`config.mk`:
```
export PLATFORM = sky130hd
export DESIGN_NAME = priority_ready_queue
export DESIGN_NICKNAME = d
export VERILOG_FILES = /design/src/sv/prq_pkg.sv /design/src/sv/priority_ready_queue.sv /design/src/sv/prq_ctrl.sv /design/src/sv/prq_datapath.sv
export SDC_FILE = /design/constraint.sdc
export NUM_CORES = 1
export LEC_CHECK = 0
export BUFFER_PORTS_ARGS = -buffer_cell sky130_fd_sc_hd__buf_4
export CAP_MARGIN = 10
export CORE_MARGIN = 2
export CORE_UTILIZATION = 45
export DETAILED_ROUTE_END_ITERATION = 8
export SLEW_MARGIN = 20
export SYNTH_ARGS = -nofsm -noshare
export SYNTH_HDL_FRONTEND = slang
export SYNTH_SLANG_ARGS = --single-unit
```
`constraint.sdc`:
```
create_clock -name clock -period 5.8 [get_ports clock]
set_input_delay 0.87 -clock clock [delete_from_list [all_inputs] [get_ports clock]]
set_output_delay 0.87 -clock clock [all_outputs]
set_load 0.01 [all_outputs]
```
`src/sv/prq_pkg.sv`:
```
// ----------------------------------------------------------------------------
// prq_pkg
// Shared constants and control types for the priority ready queue.
// ----------------------------------------------------------------------------
`default_nettype none

package prq_pkg;

   localparam int QUEUE_DEPTH_DEF = 16;
   localparam int PRIO_BITS_DEF   = 8;
   localparam int ID_BITS_DEF     = 8;

   localparam int FIELD_ID_W   = 8;
   localparam int FIELD_PRIO_W = 8;
   localparam int FIELD_OCC_W  = 5;

   localparam logic KIND_INSERT = 1'b0;
   localparam logic KIND_REMOVE = 1'b1;

   typedef struct packed {
      logic load;
      logic insert;
      logic remove;
      logic drop;
   } cmd_type;

   typedef struct packed {
      logic empty;
      logic full;
   } status_type;

endpackage

`default_nettype wire

```
`src/sv/priority_ready_queue.sv`:
```
// ----------------------------------------------------------------------------
// priority_ready_queue
// Stable priority queue of process ids held in a sorted shift array.
// A request's response is registered and presented in the cycle after it is accepted.
// Throughput: one request per cycle while responses are taken; the whole
// insert or pop is one shift of the slot array.
// Reset clears the fill count and the controller state; slots and response
// fields hold no reset.
// ----------------------------------------------------------------------------
`default_nettype none

module priority_ready_queue #(
   parameter int QUEUE_DEPTH = prq_pkg::QUEUE_DEPTH_DEF,
   parameter int PRIO_BITS   = prq_pkg::PRIO_BITS_DEF,
   parameter int ID_BITS     = prq_pkg::ID_BITS_DEF
) (
   input  wire logic                              clock,
   input  wire logic                              reset,
   input  wire logic                              req_valid,
   output logic                                   req_stall,
   input  wire logic                              req_kind,
   input  wire logic [prq_pkg::FIELD_ID_W-1:0]    req_proc_id,
   input  wire logic [prq_pkg::FIELD_PRIO_W-1:0]  req_prio,
   output logic                                   rsp_valid,
   input  wire logic                              rsp_stall,
   output logic [prq_pkg::FIELD_ID_W-1:0]         rsp_out_id,
   output logic                                   rsp_out_valid,
   output logic                                   rsp_insert_dropped,
   output logic [prq_pkg::FIELD_OCC_W-1:0]        rsp_occupancy
);

   prq_pkg::cmd_type    cmd;
   prq_pkg::status_type status;

   prq_ctrl u_ctrl (
      .clock     (clock),
      .reset     (reset),
      .req_valid (req_valid),
      .req_stall (req_stall),
      .req_kind  (req_kind),
      .rsp_valid (rsp_valid),
      .rsp_stall (rsp_stall),
      .status    (status),
      .cmd       (cmd)
   );

   prq_datapath #(
      .QUEUE_DEPTH (QUEUE_DEPTH),
      .PRIO_BITS   (PRIO_BITS),
      .ID_BITS     (ID_BITS)
   ) u_datapath (
      .clock              (clock),
      .reset              (reset),
      .cmd                (cmd),
      .status             (status),
      .req_proc_id        (req_proc_id),
      .req_prio           (req_prio),
      .rsp_out_id         (rsp_out_id),
      .rsp_out_valid      (rsp_out_valid),
      .rsp_insert_dropped (rsp_insert_dropped),
      .rsp_occupancy      (rsp_occupancy)
   );

endmodule

`default_nettype wire

```
`src/sv/prq_ctrl.sv`:
```
// ----------------------------------------------------------------------------
// prq_ctrl
// Handshake controller: accepts requests, issues datapath commands and
// holds the result until the response side takes it.
// ----------------------------------------------------------------------------
`default_nettype none

module prq_ctrl (
   input  wire logic                 clock,
   input  wire logic                 reset,
   input  wire logic                 req_valid,
   output logic                      req_stall,
   input  wire logic                 req_kind,
   output logic                      rsp_valid,
   input  wire logic                 rsp_stall,
   input  wire prq_pkg::status_type  status,
   output prq_pkg::cmd_type          cmd
);

   localparam logic ST_IDLE = 1'b0;
   localparam logic ST_HOLD = 1'b1;

   logic state_ff;
   logic state_in;
   logic accept;

   assign req_stall = (state_ff == ST_HOLD) && rsp_stall;
   assign accept    = req_valid && !req_stall;
   assign rsp_valid = (state_ff == ST_HOLD);

   always_comb begin
      cmd.load   = accept;
      cmd.insert = accept && (req_kind == prq_pkg::KIND_INSERT) && !status.full;
      cmd.remove = accept && (req_kind == prq_pkg::KIND_REMOVE) && !status.empty;
      cmd.drop   = accept && (req_kind == prq_pkg::KIND_INSERT) && status.full;
   end

   always_comb begin
      state_in = state_ff;
      unique case (state_ff)
         ST_IDLE: begin
            if (accept) state_in = ST_HOLD;
         end
         ST_HOLD: begin
            if (!accept && !rsp_stall) state_in = ST_IDLE;
         end
         default: state_in = ST_IDLE;
      endcase
   end

   always_ff @(posedge clock) begin
      if (reset) begin
         state_ff <= ST_IDLE;
      end else begin
         state_ff <= state_in;
      end
   end

   a_one_cmd: assert property (@(posedge clock) disable iff (reset)
      !(cmd.insert && cmd.remove) && !(cmd.insert && cmd.drop))
      else $error("conflicting commands");

   a_load_shows: assert property (@(posedge clock) disable iff (reset)
      cmd.load |=> rsp_valid)
      else $error("accepted request produced no response");

   a_drop_full: assert property (@(posedge clock) disable iff (reset)
      cmd.drop |-> status.full && !status.empty)
      else $error("drop while not full");

endmodule

`default_nettype wire

```
`src/sv/prq_datapath.sv`:
```
// ----------------------------------------------------------------------------
// prq_datapath
// Sorted shift array of slots, fill count and response register.
// ----------------------------------------------------------------------------
`default_nettype none

module prq_datapath #(
   parameter int QUEUE_DEPTH = prq_pkg::QUEUE_DEPTH_DEF,
   parameter int PRIO_BITS   = prq_pkg::PRIO_BITS_DEF,
   parameter int ID_BITS     = prq_pkg::ID_BITS_DEF
) (
   input  wire logic                                clock,
   input  wire logic                                reset,
   input  wire prq_pkg::cmd_type                    cmd,
   output prq_pkg::status_type                      status,
   input  wire logic [prq_pkg::FIELD_ID_W-1:0]      req_proc_id,
   input  wire logic [prq_pkg::FIELD_PRIO_W-1:0]    req_prio,
   output logic [prq_pkg::FIELD_ID_W-1:0]           rsp_out_id,
   output logic                                     rsp_out_valid,
   output logic                                     rsp_insert_dropped,
   output logic [prq_pkg::FIELD_OCC_W-1:0]          rsp_occupancy
);

   localparam int CNT_W = $clog2(QUEUE_DEPTH + 1);

   logic [ID_BITS-1:0]   slot_id_ff   [QUEUE_DEPTH];
   logic [PRIO_BITS-1:0] slot_prio_ff [QUEUE_DEPTH];
   logic [ID_BITS-1:0]   slot_id_in   [QUEUE_DEPTH];
   logic [PRIO_BITS-1:0] slot_prio_in [QUEUE_DEPTH];
   logic [QUEUE_DEPTH-1:0] slot_lower;
   logic [QUEUE_DEPTH-1:0] at_tail;

   logic [CNT_W-1:0] count_ff;
   logic [CNT_W-1:0] count_in;

   logic [31:0]          id_wide;
   logic [31:0]          prio_wide;
   logic [31:0]          head_wide;
   logic [31:0]          occ_wide;
   logic [ID_BITS-1:0]   new_id;
   logic [PRIO_BITS-1:0] new_prio;

   logic [prq_pkg::FIELD_ID_W-1:0]  rsp_id_ff;
   logic                            rsp_ok_ff;
   logic                            rsp_drop_ff;
   logic [prq_pkg::FIELD_OCC_W-1:0] rsp_occ_ff;

   assign id_wide   = 32'(req_proc_id);
   assign prio_wide = 32'(req_prio);
   assign new_id    = id_wide[ID_BITS-1:0];
   assign new_prio  = prio_wide[PRIO_BITS-1:0];
   assign head_wide = 32'(slot_id_ff[0]);

   assign status.empty = (count_ff == '0);
   assign status.full  = (count_ff == CNT_W'(QUEUE_DEPTH));

   for (genvar i = 0; i < QUEUE_DEPTH; i++) begin : g_slot
      logic                 prev_lower;
      logic [ID_BITS-1:0]   prev_id;
      logic [PRIO_BITS-1:0] prev_prio;
      logic [ID_BITS-1:0]   next_id;
      logic [PRIO_BITS-1:0] next_prio;

      assign slot_lower[i] = (count_ff > CNT_W'(i)) && (slot_prio_ff[i] < new_prio);
      assign at_tail[i]    = (count_ff == CNT_W'(i));

      if (i == 0) begin : g_head
         assign prev_lower = 1'b0;
         assign prev_id    = new_id;
         assign prev_prio  = new_prio;
      end else begin : g_body
         assign prev_lower = slot_lower[i-1];
         assign prev_id    = slot_id_ff[i-1];
         assign prev_prio  = slot_prio_ff[i-1];
      end

      if (i == QUEUE_DEPTH - 1) begin : g_last
         assign next_id   = slot_id_ff[i];
         assign next_prio = slot_prio_ff[i];
      end else begin : g_inner
         assign next_id   = slot_id_ff[i+1];
         assign next_prio = slot_prio_ff[i+1];
      end

      always_comb begin
         slot_id_in[i]   = slot_id_ff[i];
         slot_prio_in[i] = slot_prio_ff[i];
         if (cmd.insert && (slot_lower[i] || at_tail[i])) begin
            if (prev_lower) begin
               slot_id_in[i]   = prev_id;
               slot_prio_in[i] = prev_prio;
            end else begin
               slot_id_in[i]   = new_id;
               slot_prio_in[i] = new_prio;
            end
         end else if (cmd.remove) begin
            slot_id_in[i]   = next_id;
            slot_prio_in[i] = next_prio;
         end
      end

      always_ff @(posedge clock) begin
         slot_id_ff[i]   <= slot_id_in[i];
         slot_prio_ff[i] <= slot_prio_in[i];
      end
   end

   always_comb begin
      priority if (cmd.insert) begin
         count_in = count_ff + CNT_W'(1);
      end else if (cmd.remove) begin
         count_in = count_ff - CNT_W'(1);
      end else begin
         count_in = count_ff;
      end
   end

   assign occ_wide = 32'(count_in);

   always_ff @(posedge clock) begin
      if (reset) begin
         count_ff <= '0;
      end else begin
         count_ff <= count_in;
      end
   end

   always_ff @(posedge clock) begin
      if (cmd.load) begin
         rsp_id_ff   <= cmd.remove ? head_wide[prq_pkg::FIELD_ID_W-1:0] : '0;
         rsp_ok_ff   <= cmd.remove;
         rsp_drop_ff <= cmd.drop;
         rsp_occ_ff  <= occ_wide[prq_pkg::FIELD_OCC_W-1:0];
      end
   end

   assign rsp_out_id         = rsp_id_ff;
   assign rsp_out_valid      = rsp_ok_ff;
   assign rsp_insert_dropped = rsp_drop_ff;
   assign rsp_occupancy      = rsp_occ_ff;

   a_count_range: assert property (@(posedge clock) disable iff (reset)
      count_ff <= CNT_W'(QUEUE_DEPTH))
      else $error("fill count above depth");

   a_insert_grows: assert property (@(posedge clock) disable iff (reset)
      cmd.insert |=> count_ff == $past(count_ff) + CNT_W'(1))
      else $error("insert did not grow the queue");

   a_remove_shrinks: assert property (@(posedge clock) disable iff (reset)
      cmd.remove |=> count_ff == $past(count_ff) - CNT_W'(1))
      else $error("remove did not shrink the queue");

endmodule

`default_nettype wire

```
# Word level (Yosys, flattened, before mapping)
# Memories as Yosys holds them, arrays and structs flattened.
# Cells that the tools add are included.
# W data, S select, Z words.
# word_totals
regBits	21
ram_bits	256
in_bits	21
output_inout_bits	17
elab_cells	219
n_memories	2
# memory_table
memory	depth	word_bits	rd	rd_clocked_by_memory_dff	write_ports	line_no	source
u_datapath.slot_id_ff	16	8	16	0	16	prq_datapath.sv:26	logic [ID_BITS-1:0] slot_id_ff [QUEUE_DEPTH];
u_datapath.slot_prio_ff	16	8	16	0	16	prq_datapath.sv:27	logic [PRIO_BITS-1:0] slot_prio_ff [QUEUE_DEPTH];
# classes
n_addsub	2
n_lt_le_gt_ge	32
n_eq_ne	16
muxes	97
n_bitwise	2
reduce_logical	62
# op_table
operator	count
$mux W8	92
$lt A8 B8 Y1	16
$eq A5 B4 Y1 const B	8
$gt A5 B4 Y1 const B	8
$logic_and A1 B1 Y1	40
$eq A5 B3 Y1 const B	4
$gt A5 B3 Y1 const B	4
$logic_or A1 B1 Y1	16
$eq A5 B2 Y1 const B	2
$gt A5 B1 Y1 const B	2
$gt A5 B2 Y1 const B	2
$mux W5	2
$add A5 B1 Y5 const B	1
$eq A5 B1 Y1 const B	1
$eq A5 B5 Y1 const B	1
$logic_not A1 Y1	5
$logic_not A5 Y1	1
$sub A5 B1 Y5 const B	1
$mux W1	2
$not A1 Y1	2
$pmux W1 S2	1

# Logic depth before layout (Yosys ltp)
# Gate-level depths: netlist of the first run.
# logic_depth
depth_word	7
mapped_depth	11
ltp_nobuf	9

# By module
# A second synthesis of the first run with hierarchy kept.
# hier_totals
cells_unflattened	1380
hier_area_um2	17156.5
# modules_own_cells
mod	instances	cells_per_inst	area_each_um2	seq_area_each_um2
prq_datapath	1	1370	17063.9	8237.9
prq_ctrl	1	10	92.6	20.0

# Worst setup path before layout of the first run
# Ideal clock, no wire load.
# synth_timing
kind	input to register
start	input port req_prio[2] (netlist bit)
end	memory u_datapath.slot_id_ff[1][10] (netlist bit), enable pin
setup_ns	0.334
t_arrival_ns	3.662
required_time_ns	5.466
path_slack_ns	1.804
cell_stages	11
path_buffers	3
cell_sequence	clkbuf_1 -> inv_1 -> ha_1 -> a211o_1 -> a31oi_1 -> nor3_1 -> or4b_4 -> buf_6 -> a21oi_4 -> buf_12 -> or2_2
# synth_lines
element	line_no	source
start, declared	priority_ready_queue.sv:23	input wire logic [prq_pkg::FIELD_PRIO_W-1:0] req_prio,
end, declared	prq_datapath.sv:26	

==> impl_metrics.csv, run 1 <==
group,metric,value,unit
logic_synthesis,synth_edf_count,271,
logic_synthesis,synth.area.mux_share,19.2,%
detailed_routing,wl_per_cell,24.8,um
setup_path,r2r_cells,8,
detailed_routing,drcViolationCount,0,
detailed_routing,ant_nets,0,
placement,dpl_worst_slack,1.12,ns
setup_path,critPathCaptureType,"flip-flop",
detailed_routing,drt_pass1_iterations,6,
finish,fillers,3245,
global_routing,track_usage,24.8,%
die,core_area,36700,um2
setup_path,critPathCapture,"u_datapath.slot_id_ff[1][13]",
logic_synthesis,synth_xor_area_share,0.208,%
pwr,power_density,345,nW/um2
global_routing,grt_pass1_wl,72.8,mm
die,start_util,45.8,%
logic_synthesis,ys_types,66,
setup_path,r2r-start,"u_datapath.count_ff[1]",
detailed_routing,routed_wl,48.1,mm
global_routing,grt_max_degree,34,
logic_synthesis,async_reset_ff_share,0,%
logic_synthesis,syn-num-nets,1576,
clocking,hold_buffers,0,
placement,dp.cells,1886,
pwr,seqPwrFrac,45.1,%
hold_path,holdCritPathClass,"in -> reg",
setup_path,path_max_fanout,17,
timing,hold_violations,0,
finish,utilization,50.4,%
die,num_rows,70,
setup_path,r2r_slack,2.05,ns
timing,period_minus_slack,4.02,ns
logic_synthesis,yosysWarningCount,0,
logic_synthesis,synth_seq_cells,277,
setup_path,startpoint_type,"input pin",
global_routing,antenna_found_initial,0,
timing,tightest_slew,1.04,ns
clocking,cts_buffer_depth,3,
die,dieArea,38900,um2
timing,fmax,248,MHz
setup_path,critPathRequiredTime,6.03,ns
finish,diodes,0,
finish,drive_gt1_share,22.9,%
clocking,clock-sinks,277,
global_routing,grt_pass1_vias,11859,
logic_synthesis,synthSimpleGateAreaFrac,8.84,%
die,die_w,197,um
setup_path,cp-startpoint,"req_prio[1]",
placement,dp.final_hpwl,33.9,mm
timing,rsz0062_at_grt,"false",
clocking,clock_latency,0.59,ns
finish,fin_cells,1942,
timing,fin_setup_tns,0,ns
status,run_status,"finished, final reports clean",
die,pin_count,38,
pwr,leakage,7.10,nW
finish,final_nets,1589,
logic_synthesis,synth_top_family_by_area,"multiplexers",
setup_path,r2r_end,"u_datapath.slot_id_ff[1][13]",
timing,fin_crit_sh,69.4,%
clocking,cts_setup_buffers,0,
logic_synthesis,postSynthCellCount,1438,
job,cap_violations,0,
setup_path,crit_type,"in -> reg",
clocking,clkTransAtPathRegs,0.06,ns
logic_synthesis,synthAdderAreaFrac,8.71,%
clocking,cts_tree,"yes",
detailed_routing,vias,11616,
pwr,ir_drop,0.000237,V
clocking,htree_levels,1,
finish,multi_input_area,8090,um2
pwr,clkPwrFrac,29.9,%
clocking,cts_root_buf,"clkbuf_16",
pwr,p_sw,2.03,mW
timing,final-setup-viol-count,0,
logic_synthesis,synth_compound_area_share,10.9,%
timing,finClkSkew,0.0201,ns
timing,setup_slack,1.78,ns
pwr,pwr-share-comb,25.0,%
die,die_h,197,um
timing,drv_slew,0,
detailed_routing,viasPerCell,5.98,
placement,place_congestion,0.835,
finish,regArea,8260,um2
logic_synthesis,yosysSeqAreaShare,49.1,%
finish,syn2layout_area_growth,9.89,%
detailed_routing,drtIter0Drc,1017,
timing,max-slew-margin-rel,30.4,%
pwr,intPower,4.34,mW
logic_synthesis,synth_area_per_cell,11.7,um2
pwr,power,6.37,mW
setup_path,worstPathArrival,4.26,ns
logic_synthesis,syn_area,16800,um2
placement,portBuffers,37,
pwr,netSwitchingFraction,31.9,%
global_routing,grt_overflow,0,
logic_synthesis,ys.flop_type,"edfxtp_1",
clocking,cts_buffers,31,
clocking,post_cts_resize_count,0,
worst min-delay path by stage:
| stage | start | endpoint | depth (start not counted) |
|---|---|---|---|
| 6_report | reset | u_datapath.count_ff[4] | 2 |
| 5_1_grt | reset | u_datapath.count_ff[0] | 2 |
| 4_1_cts | reset | u_datapath.count_ff[0] | 2 |
| 3_5_place_dp | u_datapath.slot_id_ff[3][24] | u_datapath.slot_id_ff[3][16] | 1 |
| 3_3_place_gp | u_datapath.slot_id_ff[3][26] | u_datapath.slot_id_ff[3][18] | 1 |
| 2_1_floorplan | u_datapath.slot_id_ff[1][24] | u_datapath.slot_id_ff[1][16] | 2 |
cell type report:
type	count	share of cell area (%)
Clock inverter	18	0.826
Tap cell	468	3.17
Multi-Input combinational cell	1052	43.8
Sequential cell	277	44.7
Clock buffer	38	4.34
Inverter	21	0.427
Timing Repair Buffer	68	2.76
through the flow:
stage / hold WS, ns / instance area, um2
6_report: 0.494 / 18500
5_1_grt: 0.493 / 18500
4_1_cts: 0.482 / 18500
3_5_place_dp: 0.535 / 17500
3_3_place_gp: 0.529 / 17500
2_1_floorplan: 0.516 / 16800
power by group through the flow:
stage / registers (mW) / logic, mW / clock network [mW]
detailed placement: 2.90 / 1.59 / 0
global placement: 2.91 / 1.55 / 0
floorplan: 2.75 / 1.22 / 0
global route: 2.89 / 1.76 / 2.00
CTS: 2.87 / 1.59 / 1.93
finish: 2.87 / 1.59 / 1.91
logic make-up (layout without fill, tap and decap cells):
group                      after synthesis  after routing
and+or+nand+nor                        325            325
AOI/OAI and AO/OA                      310            310
muxes                                  296            296
DFF                                    277            277
adders and majority gates              117            117
buffers and inverters                  109            145
xor gates and xnor gates                 4              4
flip-flops by register name (all words and copies together), names as in the netlist:
signal and cells:
u_datapath.rsp_out_id 8, u_datapath.slot_id_ff 128, u_datapath.rsp_occupancy 5, u_ctrl.rsp_valid 1, u_datapath.count_ff 5, u_datapath.slot_prio_ff 128, u_datapath.rsp_insert_dropped 1, u_datapath.rsp_out_valid 1
cells in the mapped netlist (3+ instances only):
master | number | area (um2)
a21oi_2 | 3 | 26.3
a31oi_1 | 5 | 31.3
mux2_4 | 8 | 120
mux2i_1 | 106 | 1060
a21oi_1 | 99 | 495
nor2b_1 | 13 | 81.3
buf_6 | 4 | 45.0
and4_1 | 5 | 43.8
nor3_1 | 9 | 45.0
nand2b_1 | 10 | 62.6
edfxtp_1 | 271 | 8140
o21a_1 | 5 | 37.5
dfxtp_1 | 6 | 120
nand4_1 | 7 | 43.8
clkbuf_1 | 48 | 180
o221a_2 | 3 | 33.8
and3_1 | 4 | 25.0
a211oi_1 | 12 | 90.1
nor2_1 | 94 | 353
a211o_1 | 11 | 96.3
o21ai_0 | 129 | 646
buf_4 | 6 | 45.0
buf_2 | 27 | 135
nor4_1 | 4 | 25.0
a21o_1 | 10 | 75.1
o21ai_1 | 8 | 40.0
and2_1 | 10 | 62.6
o21ai_2 | 3 | 26.3
mux2_2 | 182 | 2050
o211ai_1 | 7 | 52.6
or2_2 | 6 | 37.5
inv_1 | 20 | 75.1
nand3_1 | 10 | 50.1
ha_1 | 117 | 1460
nand2_1 | 139 | 522
cells in the final DEF (no fill, tap or decap), types with 12 or more instances in the layout:
| cell type | n |
|---|---|
| buf_4 | 68 |
| a211oi_1 | 12 |
| nor2_1 | 94 |
| a21oi_1 | 97 |
| ha_1 | 117 |
| o21ai_0 | 129 |
| nand2_1 | 139 |
| inv_1 | 20 |
| mux2_2 | 182 |
| mux2i_1 | 106 |
| edfxtp_1 | 271 |
| clkbuf_16 | 31 |
| nor2b_1 | 13 |
worst max-delay path: stages:
cell and delay (ns):
buf_4 0.22, inv_1 0.46, ha_1 0.40, a211o_1 0.24
a31oi_1 0.15, nor3_1 0.08, or4b_4 0.70, a21oi_4 0.62
or2_2 0.47
metal layers:
metal  GRT usage [%]  wire (um)
met1            32.1      20800
met3            3.36       2180
met4            7.74       1420
met5               0          0
met2            43.1      23800
Note: power is estimated with default switching activity, not from simulation.
==> run 2: changes to the inputs <==
==> constraint.sdc (replaced) <==
create_clock -name clock -period 3.3 [get_ports clock]
set_input_delay 0.495 -clock clock [delete_from_list [all_inputs] [get_ports clock]]
set_output_delay 0.495 -clock clock [all_outputs]
set_load 0.01 [all_outputs]
==> run 2 against run 1 <==
- clock-buffer cell count up 3
- setup slack worse by 1.3 ns
- hold slack worse by 0.30 ns
- sequential share of layout area down 1.9 points
- non-clock buffer count up 59
- design area up 4.5%
- critical endpoint is now u_datapath.slot_prio_ff[2][28]
- largest power group unchanged
==> impl_metrics.csv, run 2 (same netlist as run 1, synthesis figures left out) <==
group,metric,value,unit
timing,final-setup-viol-count,0,
detailed_routing,vias,11804,
status,run_status,"finished, final reports clean",
die,core_area,36700,um2
die,num_rows,70,
detailed_routing,drt_pass1_iterations,5,
setup_path,crit_type,"in -> reg",
hold_path,holdCritPathClass,"in -> reg",
global_routing,track_usage,24.6,%
finish,regArea,8260,um2
global_routing,grt_pass1_vias,11919,
clocking,cts_root_buf,"clkbuf_16",
pwr,leakage,7.49,nW
clocking,clock_latency,0.52,ns
clocking,cts_setup_buffers,0,
finish,syn2layout_area_growth,14.8,%
placement,place_congestion,0.878,
clocking,clkTransAtPathRegs,0.06,ns
die,dieArea,38900,um2
finish,drive_gt1_share,26.5,%
clocking,hold_buffers,0,
pwr,pwr-share-comb,25.9,%
detailed_routing,wl_per_cell,23.8,um
timing,fin_crit_sh,84.9,%
clocking,cts_buffer_depth,3,
pwr,ir_drop,0.000324,V
placement,dp.final_hpwl,34.4,mm
detailed_routing,ant_nets,0,
detailed_routing,drcViolationCount,0,
clocking,cts_tree,"yes",
global_routing,grt_pass1_wl,72.1,mm
timing,max-slew-margin-rel,35.9,%
timing,fmax,357,MHz
timing,period_minus_slack,2.80,ns
timing,hold_ws,0.194,ns
die,die_h,197,um
finish,final_nets,1651,
timing,fin_setup_tns,0,ns
finish,layout_commonest_cell,"edfxtp_1",
setup_path,path_max_fanout,17,
timing,tightest_slew,0.961,ns
global_routing,antenna_found_initial,0,
global_routing,grt_overflow,0,
setup_path,critPathCaptureType,"flip-flop",
finish,fin_cells,2004,
timing,finClkSkew,0.0148,ns
pwr,power_density,611,nW/um2
finish,fillers,3178,
clocking,htree_levels,2,
timing,hold_violations,0,
pwr,netSwitchingFraction,30.6,%
clocking,clock-sinks,277,
die,pin_count,38,
clocking,cts_buffers,34,
detailed_routing,viasPerCell,5.89,
pwr,intPower,8.18,mW
setup_path,startpoint_type,"input pin",
finish,multi_input_area,8110,um2
die,start_util,45.8,%
clocking,post_cts_resize_count,0,
finish,diodes,0,
detailed_routing,routed_wl,47.8,mm
placement,dp.cells,1945,
detailed_routing,drtIter0Drc,1011,
timing,rsz0062_at_grt,"false",
global_routing,grt_max_degree,33,
pwr,seqPwrFrac,42.5,%
pwr,p_sw,3.60,mW
setup_path,critPathRequiredTime,3.47,ns
timing,drv_slew,0,
job,cap_violations,0,
placement,portBuffers,37,
finish,final_cell_mix,"edfxtp_1 (271), mux2_2 (182), nand2_1 (136)",
die,die_w,197,um
setup_path,worstPathArrival,2.97,ns
pwr,clkPwrFrac,31.7,%
run 2: cell types whose count changed in the layout (fill, tap and decap cells not counted), moves of 5 or more:
cell	delta
buf_12	+16
clkinv_2	-5
clkbuf_16	+6
clkinvlp_4	+5
clkinv_1	+6
buf_4	+43
run 2: path summary, 6_finish.rpt:
check,start,endpoint,slack [ns],depth (start not counted)
worst max-delay path,req_prio[2],u_datapath.slot_prio_ff[2][28],0.50,11
worst min-delay path,reset,u_ctrl.rsp_valid,0.19,2
worst max register to register,u_datapath.slot_prio_ff[1][10],u_datapath.slot_id_ff[1][12],0.53,8
worst min register to register,u_datapath.slot_id_ff[3][26],u_datapath.slot_id_ff[3][18],0.55,1
run 2: worst max-delay path, cell delays in order:
cell and delay [ns]:
buf_4 0.11, clkinvlp_4 0.23, buf_4 0.25, ha_1 0.30
o21a_1 0.17, o21ai_0 0.23, a221oi_2 0.15, nor4_1 0.28
o21a_1 0.19, buf_12 0.17, or2_2 0.38
run 2: layout make-up:
type / count / area share, %
clock inverter: 18 / 0.830
clock buffer: 41 / 4.87
tap: 468 / 3.03
inverter: 21 / 0.467
multi-input combinational: 1052 / 42.0
timing repair buffer: 127 / 5.98
sequential: 277 / 42.8
run 2: power groups by stage:
stage	sequential [mW]	clock, mW	combinational, mW
2_1_floorplan	4.83	0	2.16
3_3_place_gp	5.07	0	2.97
3_5_place_dp	5.06	0	3.04
4_1_cts	5.00	3.80	3.05
5_1_grt	5.03	3.92	3.36
6_report	5.00	3.73	3.05
run 2: layer usage:
layer / vias to the layer above / global-route usage [%] / routed length, um
met5: - / 0 / 0
met4: 0 / 7.77 / 1290
met3: 78 / 3.23 / 1990
met2: 293 / 43.1 / 23800
met1: 5872 / 31.5 / 20700
li1: 5561 / - / -
run 2: metrics by stage:
| step | total power, mW | util [%] | cell area, um2 | setup slack, ns |
|---|---|---|---|---|
| floorplan | 6.99 | - | 16900 | -0.0326 |
| global placement | 8.04 | 49.6 | 18200 | 0.0608 |
| detailed placement | 8.11 | 49.6 | 18200 | -0.0539 |
| CTS | 11.9 | 52.6 | 19300 | 0.484 |
| global route | 12.3 | 52.6 | 19300 | 0.352 |
| finish | 11.8 | 52.6 | 19300 | 0.498 |
==> run 3: changes to the inputs <==
==> constraint.sdc (replaced) <==
create_clock -name clock -period 2.4 [get_ports clock]
set_input_delay 0.36 -clock clock [delete_from_list [all_inputs] [get_ports clock]]
set_output_delay 0.36 -clock clock [all_outputs]
set_load 0.01 [all_outputs]
==> run 3 against run 2 <==
- the flow now finishes with violations (setup timing)
- combinational power up 120%
- total power up 61%
- wire length up 11%
- critical path type is now reg -> reg
- clock skew down 0.0021 ns
- non-clock buffer count up 231
- critical endpoint is now u_datapath.slot_id_ff[1][12]
- first-iteration DRC count up 1.5%
==> impl_metrics.csv, run 3 (same netlist as run 1, synthesis figures left out) <==
group,metric,value,unit
setup_path,critPathRequiredTime,2.67,ns
detailed_routing,ant_nets,0,
clocking,htree_levels,2,
setup_path,critPathCaptureType,"flip-flop",
placement,place_congestion,0.874,
timing,fin_crit_sh,113,%
global_routing,antenna_found_initial,1,
timing,tightest_slew,0.527,ns
clocking,cts_buffers,34,
setup_path,cp-startpoint,"u_datapath.slot_prio_ff[1][10]",
global_routing,grt_overflow,0,
placement,portBuffers,37,
die,core_area,36700,um2
pwr,leakage,9.46,nW
setup_path,r2r_cells,8,
detailed_routing,drtIter0Drc,1026,
timing,drv_slew,0,
setup_path,crit_family,"simple AND/OR/NAND/NOR gates",
setup_path,critical_path_buf_inv_count,1,
global_routing,grt_pass1_wl,75.4,mm
clocking,clock_latency,0.52,ns
finish,layout_commonest_cell,"edfxtp_1",
detailed_routing,viasPerCell,5.78,
placement,dp.final_hpwl,34.9,mm
die,die_w,197,um
pwr,power_density,798,nW/um2
hold_path,worstHoldPathCells,2,
timing,finClkSkew,0.0127,ns
finish,design_area,23700,um2
placement,place_area,19900,um2
die,start_util,45.8,%
die,num_rows,70,
detailed_routing,routed_wl,53.1,mm
timing,period_minus_slack,2.71,ns
clocking,clkTransAtPathRegs,0.06,ns
timing,max-slew-margin-rel,64.6,%
finish,final_nets,1888,
clocking,hold_buffers,0,
status,run_status,"finished, violations left",
die,dieArea,38900,um2
setup_path,path_max_fanout,18,
timing,setup_slack,-0.308,ns
setup_path,crit_chain,"ha_4, a211o_1, a31oi_1, nor3_1, or4b_4, a21oi_4, buf_12, mux2_2",
clocking,cts_tree,"yes",
die,pin_count,38,
timing,final-setup-viol-count,168,
global_routing,grt_max_degree,33,
setup_path,startpoint_type,"flip-flop",
clocking,cts_buffer_depth,3,
finish,drive_gt1_share,46.4,%
die,die_h,197,um
setup_path,crit_type,"reg -> reg",
setup_path,cp_slowest_cell,"or4b_4",
finish,fillers,2736,
job,cap_violations,0,
status,violations,"setup timing",
setup_path,worstPathArrival,2.97,ns
clocking,clock-sinks,277,
hold_path,holdCritPathClass,"in -> reg",
setup_path,r2r-start,"u_datapath.slot_prio_ff[1][10]",
setup_path,cp.depth,8,
detailed_routing,wl_per_cell,23.7,um
detailed_routing,drcViolationCount,0,
timing,hold_violations,0,
finish,syn2layout_area_growth,41.1,%
timing,fin_setup_tns,-21.56,ns
setup_path,max_stage_delay,0.51,ns
timing,fmax,369,MHz
pwr,ir_drop,0.000630,V
global_routing,grt_pass1_vias,12773,
timing,hold_ws,0.0324,ns
hold_path,hp-start,"reset",
detailed_routing,vias,12964,
timing,rsz0062_at_grt,"true",
global_routing,track_usage,25.3,%
detailed_routing,drt_pass1_iterations,5,
finish,final_cell_mix,"edfxtp_1 (271), buf_4 (268), nand2_1 (117)",
finish,diodes,0,
clocking,cts_root_buf,"clkbuf_16",
==> run 3: where the power goes <==
group	switching (mW)	total, mW	internal (mW)
sequential	0.520	6.82	6.30
combinational	3.28	6.63	3.36
clock	2.07	5.49	3.41
==> run 3: routing by layer <==
metal	routed length (um)	global-route usage [%]	vias up
met3	2540	3.45	78
met1	23000	34.1	6451
met4	1540	8.69	2
li1	-	-	6043
met2	26000	42.1	390
met5	9	0	-
==> run 3: path summary, 6_finish.rpt <==
path                                  end  slack (ns)
max          u_datapath.slot_id_ff[1][12]       -0.31
min                u_datapath.count_ff[1]        0.03
min reg2reg  u_datapath.slot_id_ff[3][18]        0.55
max reg2reg  u_datapath.slot_id_ff[1][12]       -0.31
==> run 3: timing repair <==
| action | in CTS | in global routing |
|---|---|---|
| buffers inserted | 20 | 54 |
| resized for setup | 103 | 308 |
| pin swaps | 19 | 71 |
| gates cloned | 7 | 16 |
| setup endpoints to repair | 379 | 424 |
==> run 3: final cells by class <==
class	count	area [um2]	share of cell area, %
Clock buffer	49	991	4.18
Sequential cell	277	8270	34.9
Inverter	21	113	0.475
Multi-Input combinational cell	1058	9910	41.8
Timing Repair Buffer	358	3660	15.4
Clock inverter	13	191	0.807
Tap cell	468	586	2.47
==> run 3: worst register-to-register path: stages (launching register included) <==
cell	delay [ns]
edfxtp_1	0.46
ha_4	0.28
a211o_1	0.25
a31oi_1	0.14
nor3_1	0.09
or4b_4	0.51
a21oi_4	0.18
buf_12	0.19
mux2_2	0.36
==> run 3: stage by stage <==
step                      utilization, %  setup slack, ns  total power [mW]  std cells
final                               64.7           -0.308              18.9       2244
after global routing                64.7           -0.351              19.7       2244
after CTS                           59.5           -0.218              17.8       2179
after detailed placement            54.3           -0.686              11.9       2090
after global placement              54.3           -0.705              11.8       2090
after floorplan                        -           -0.706              9.81       1438
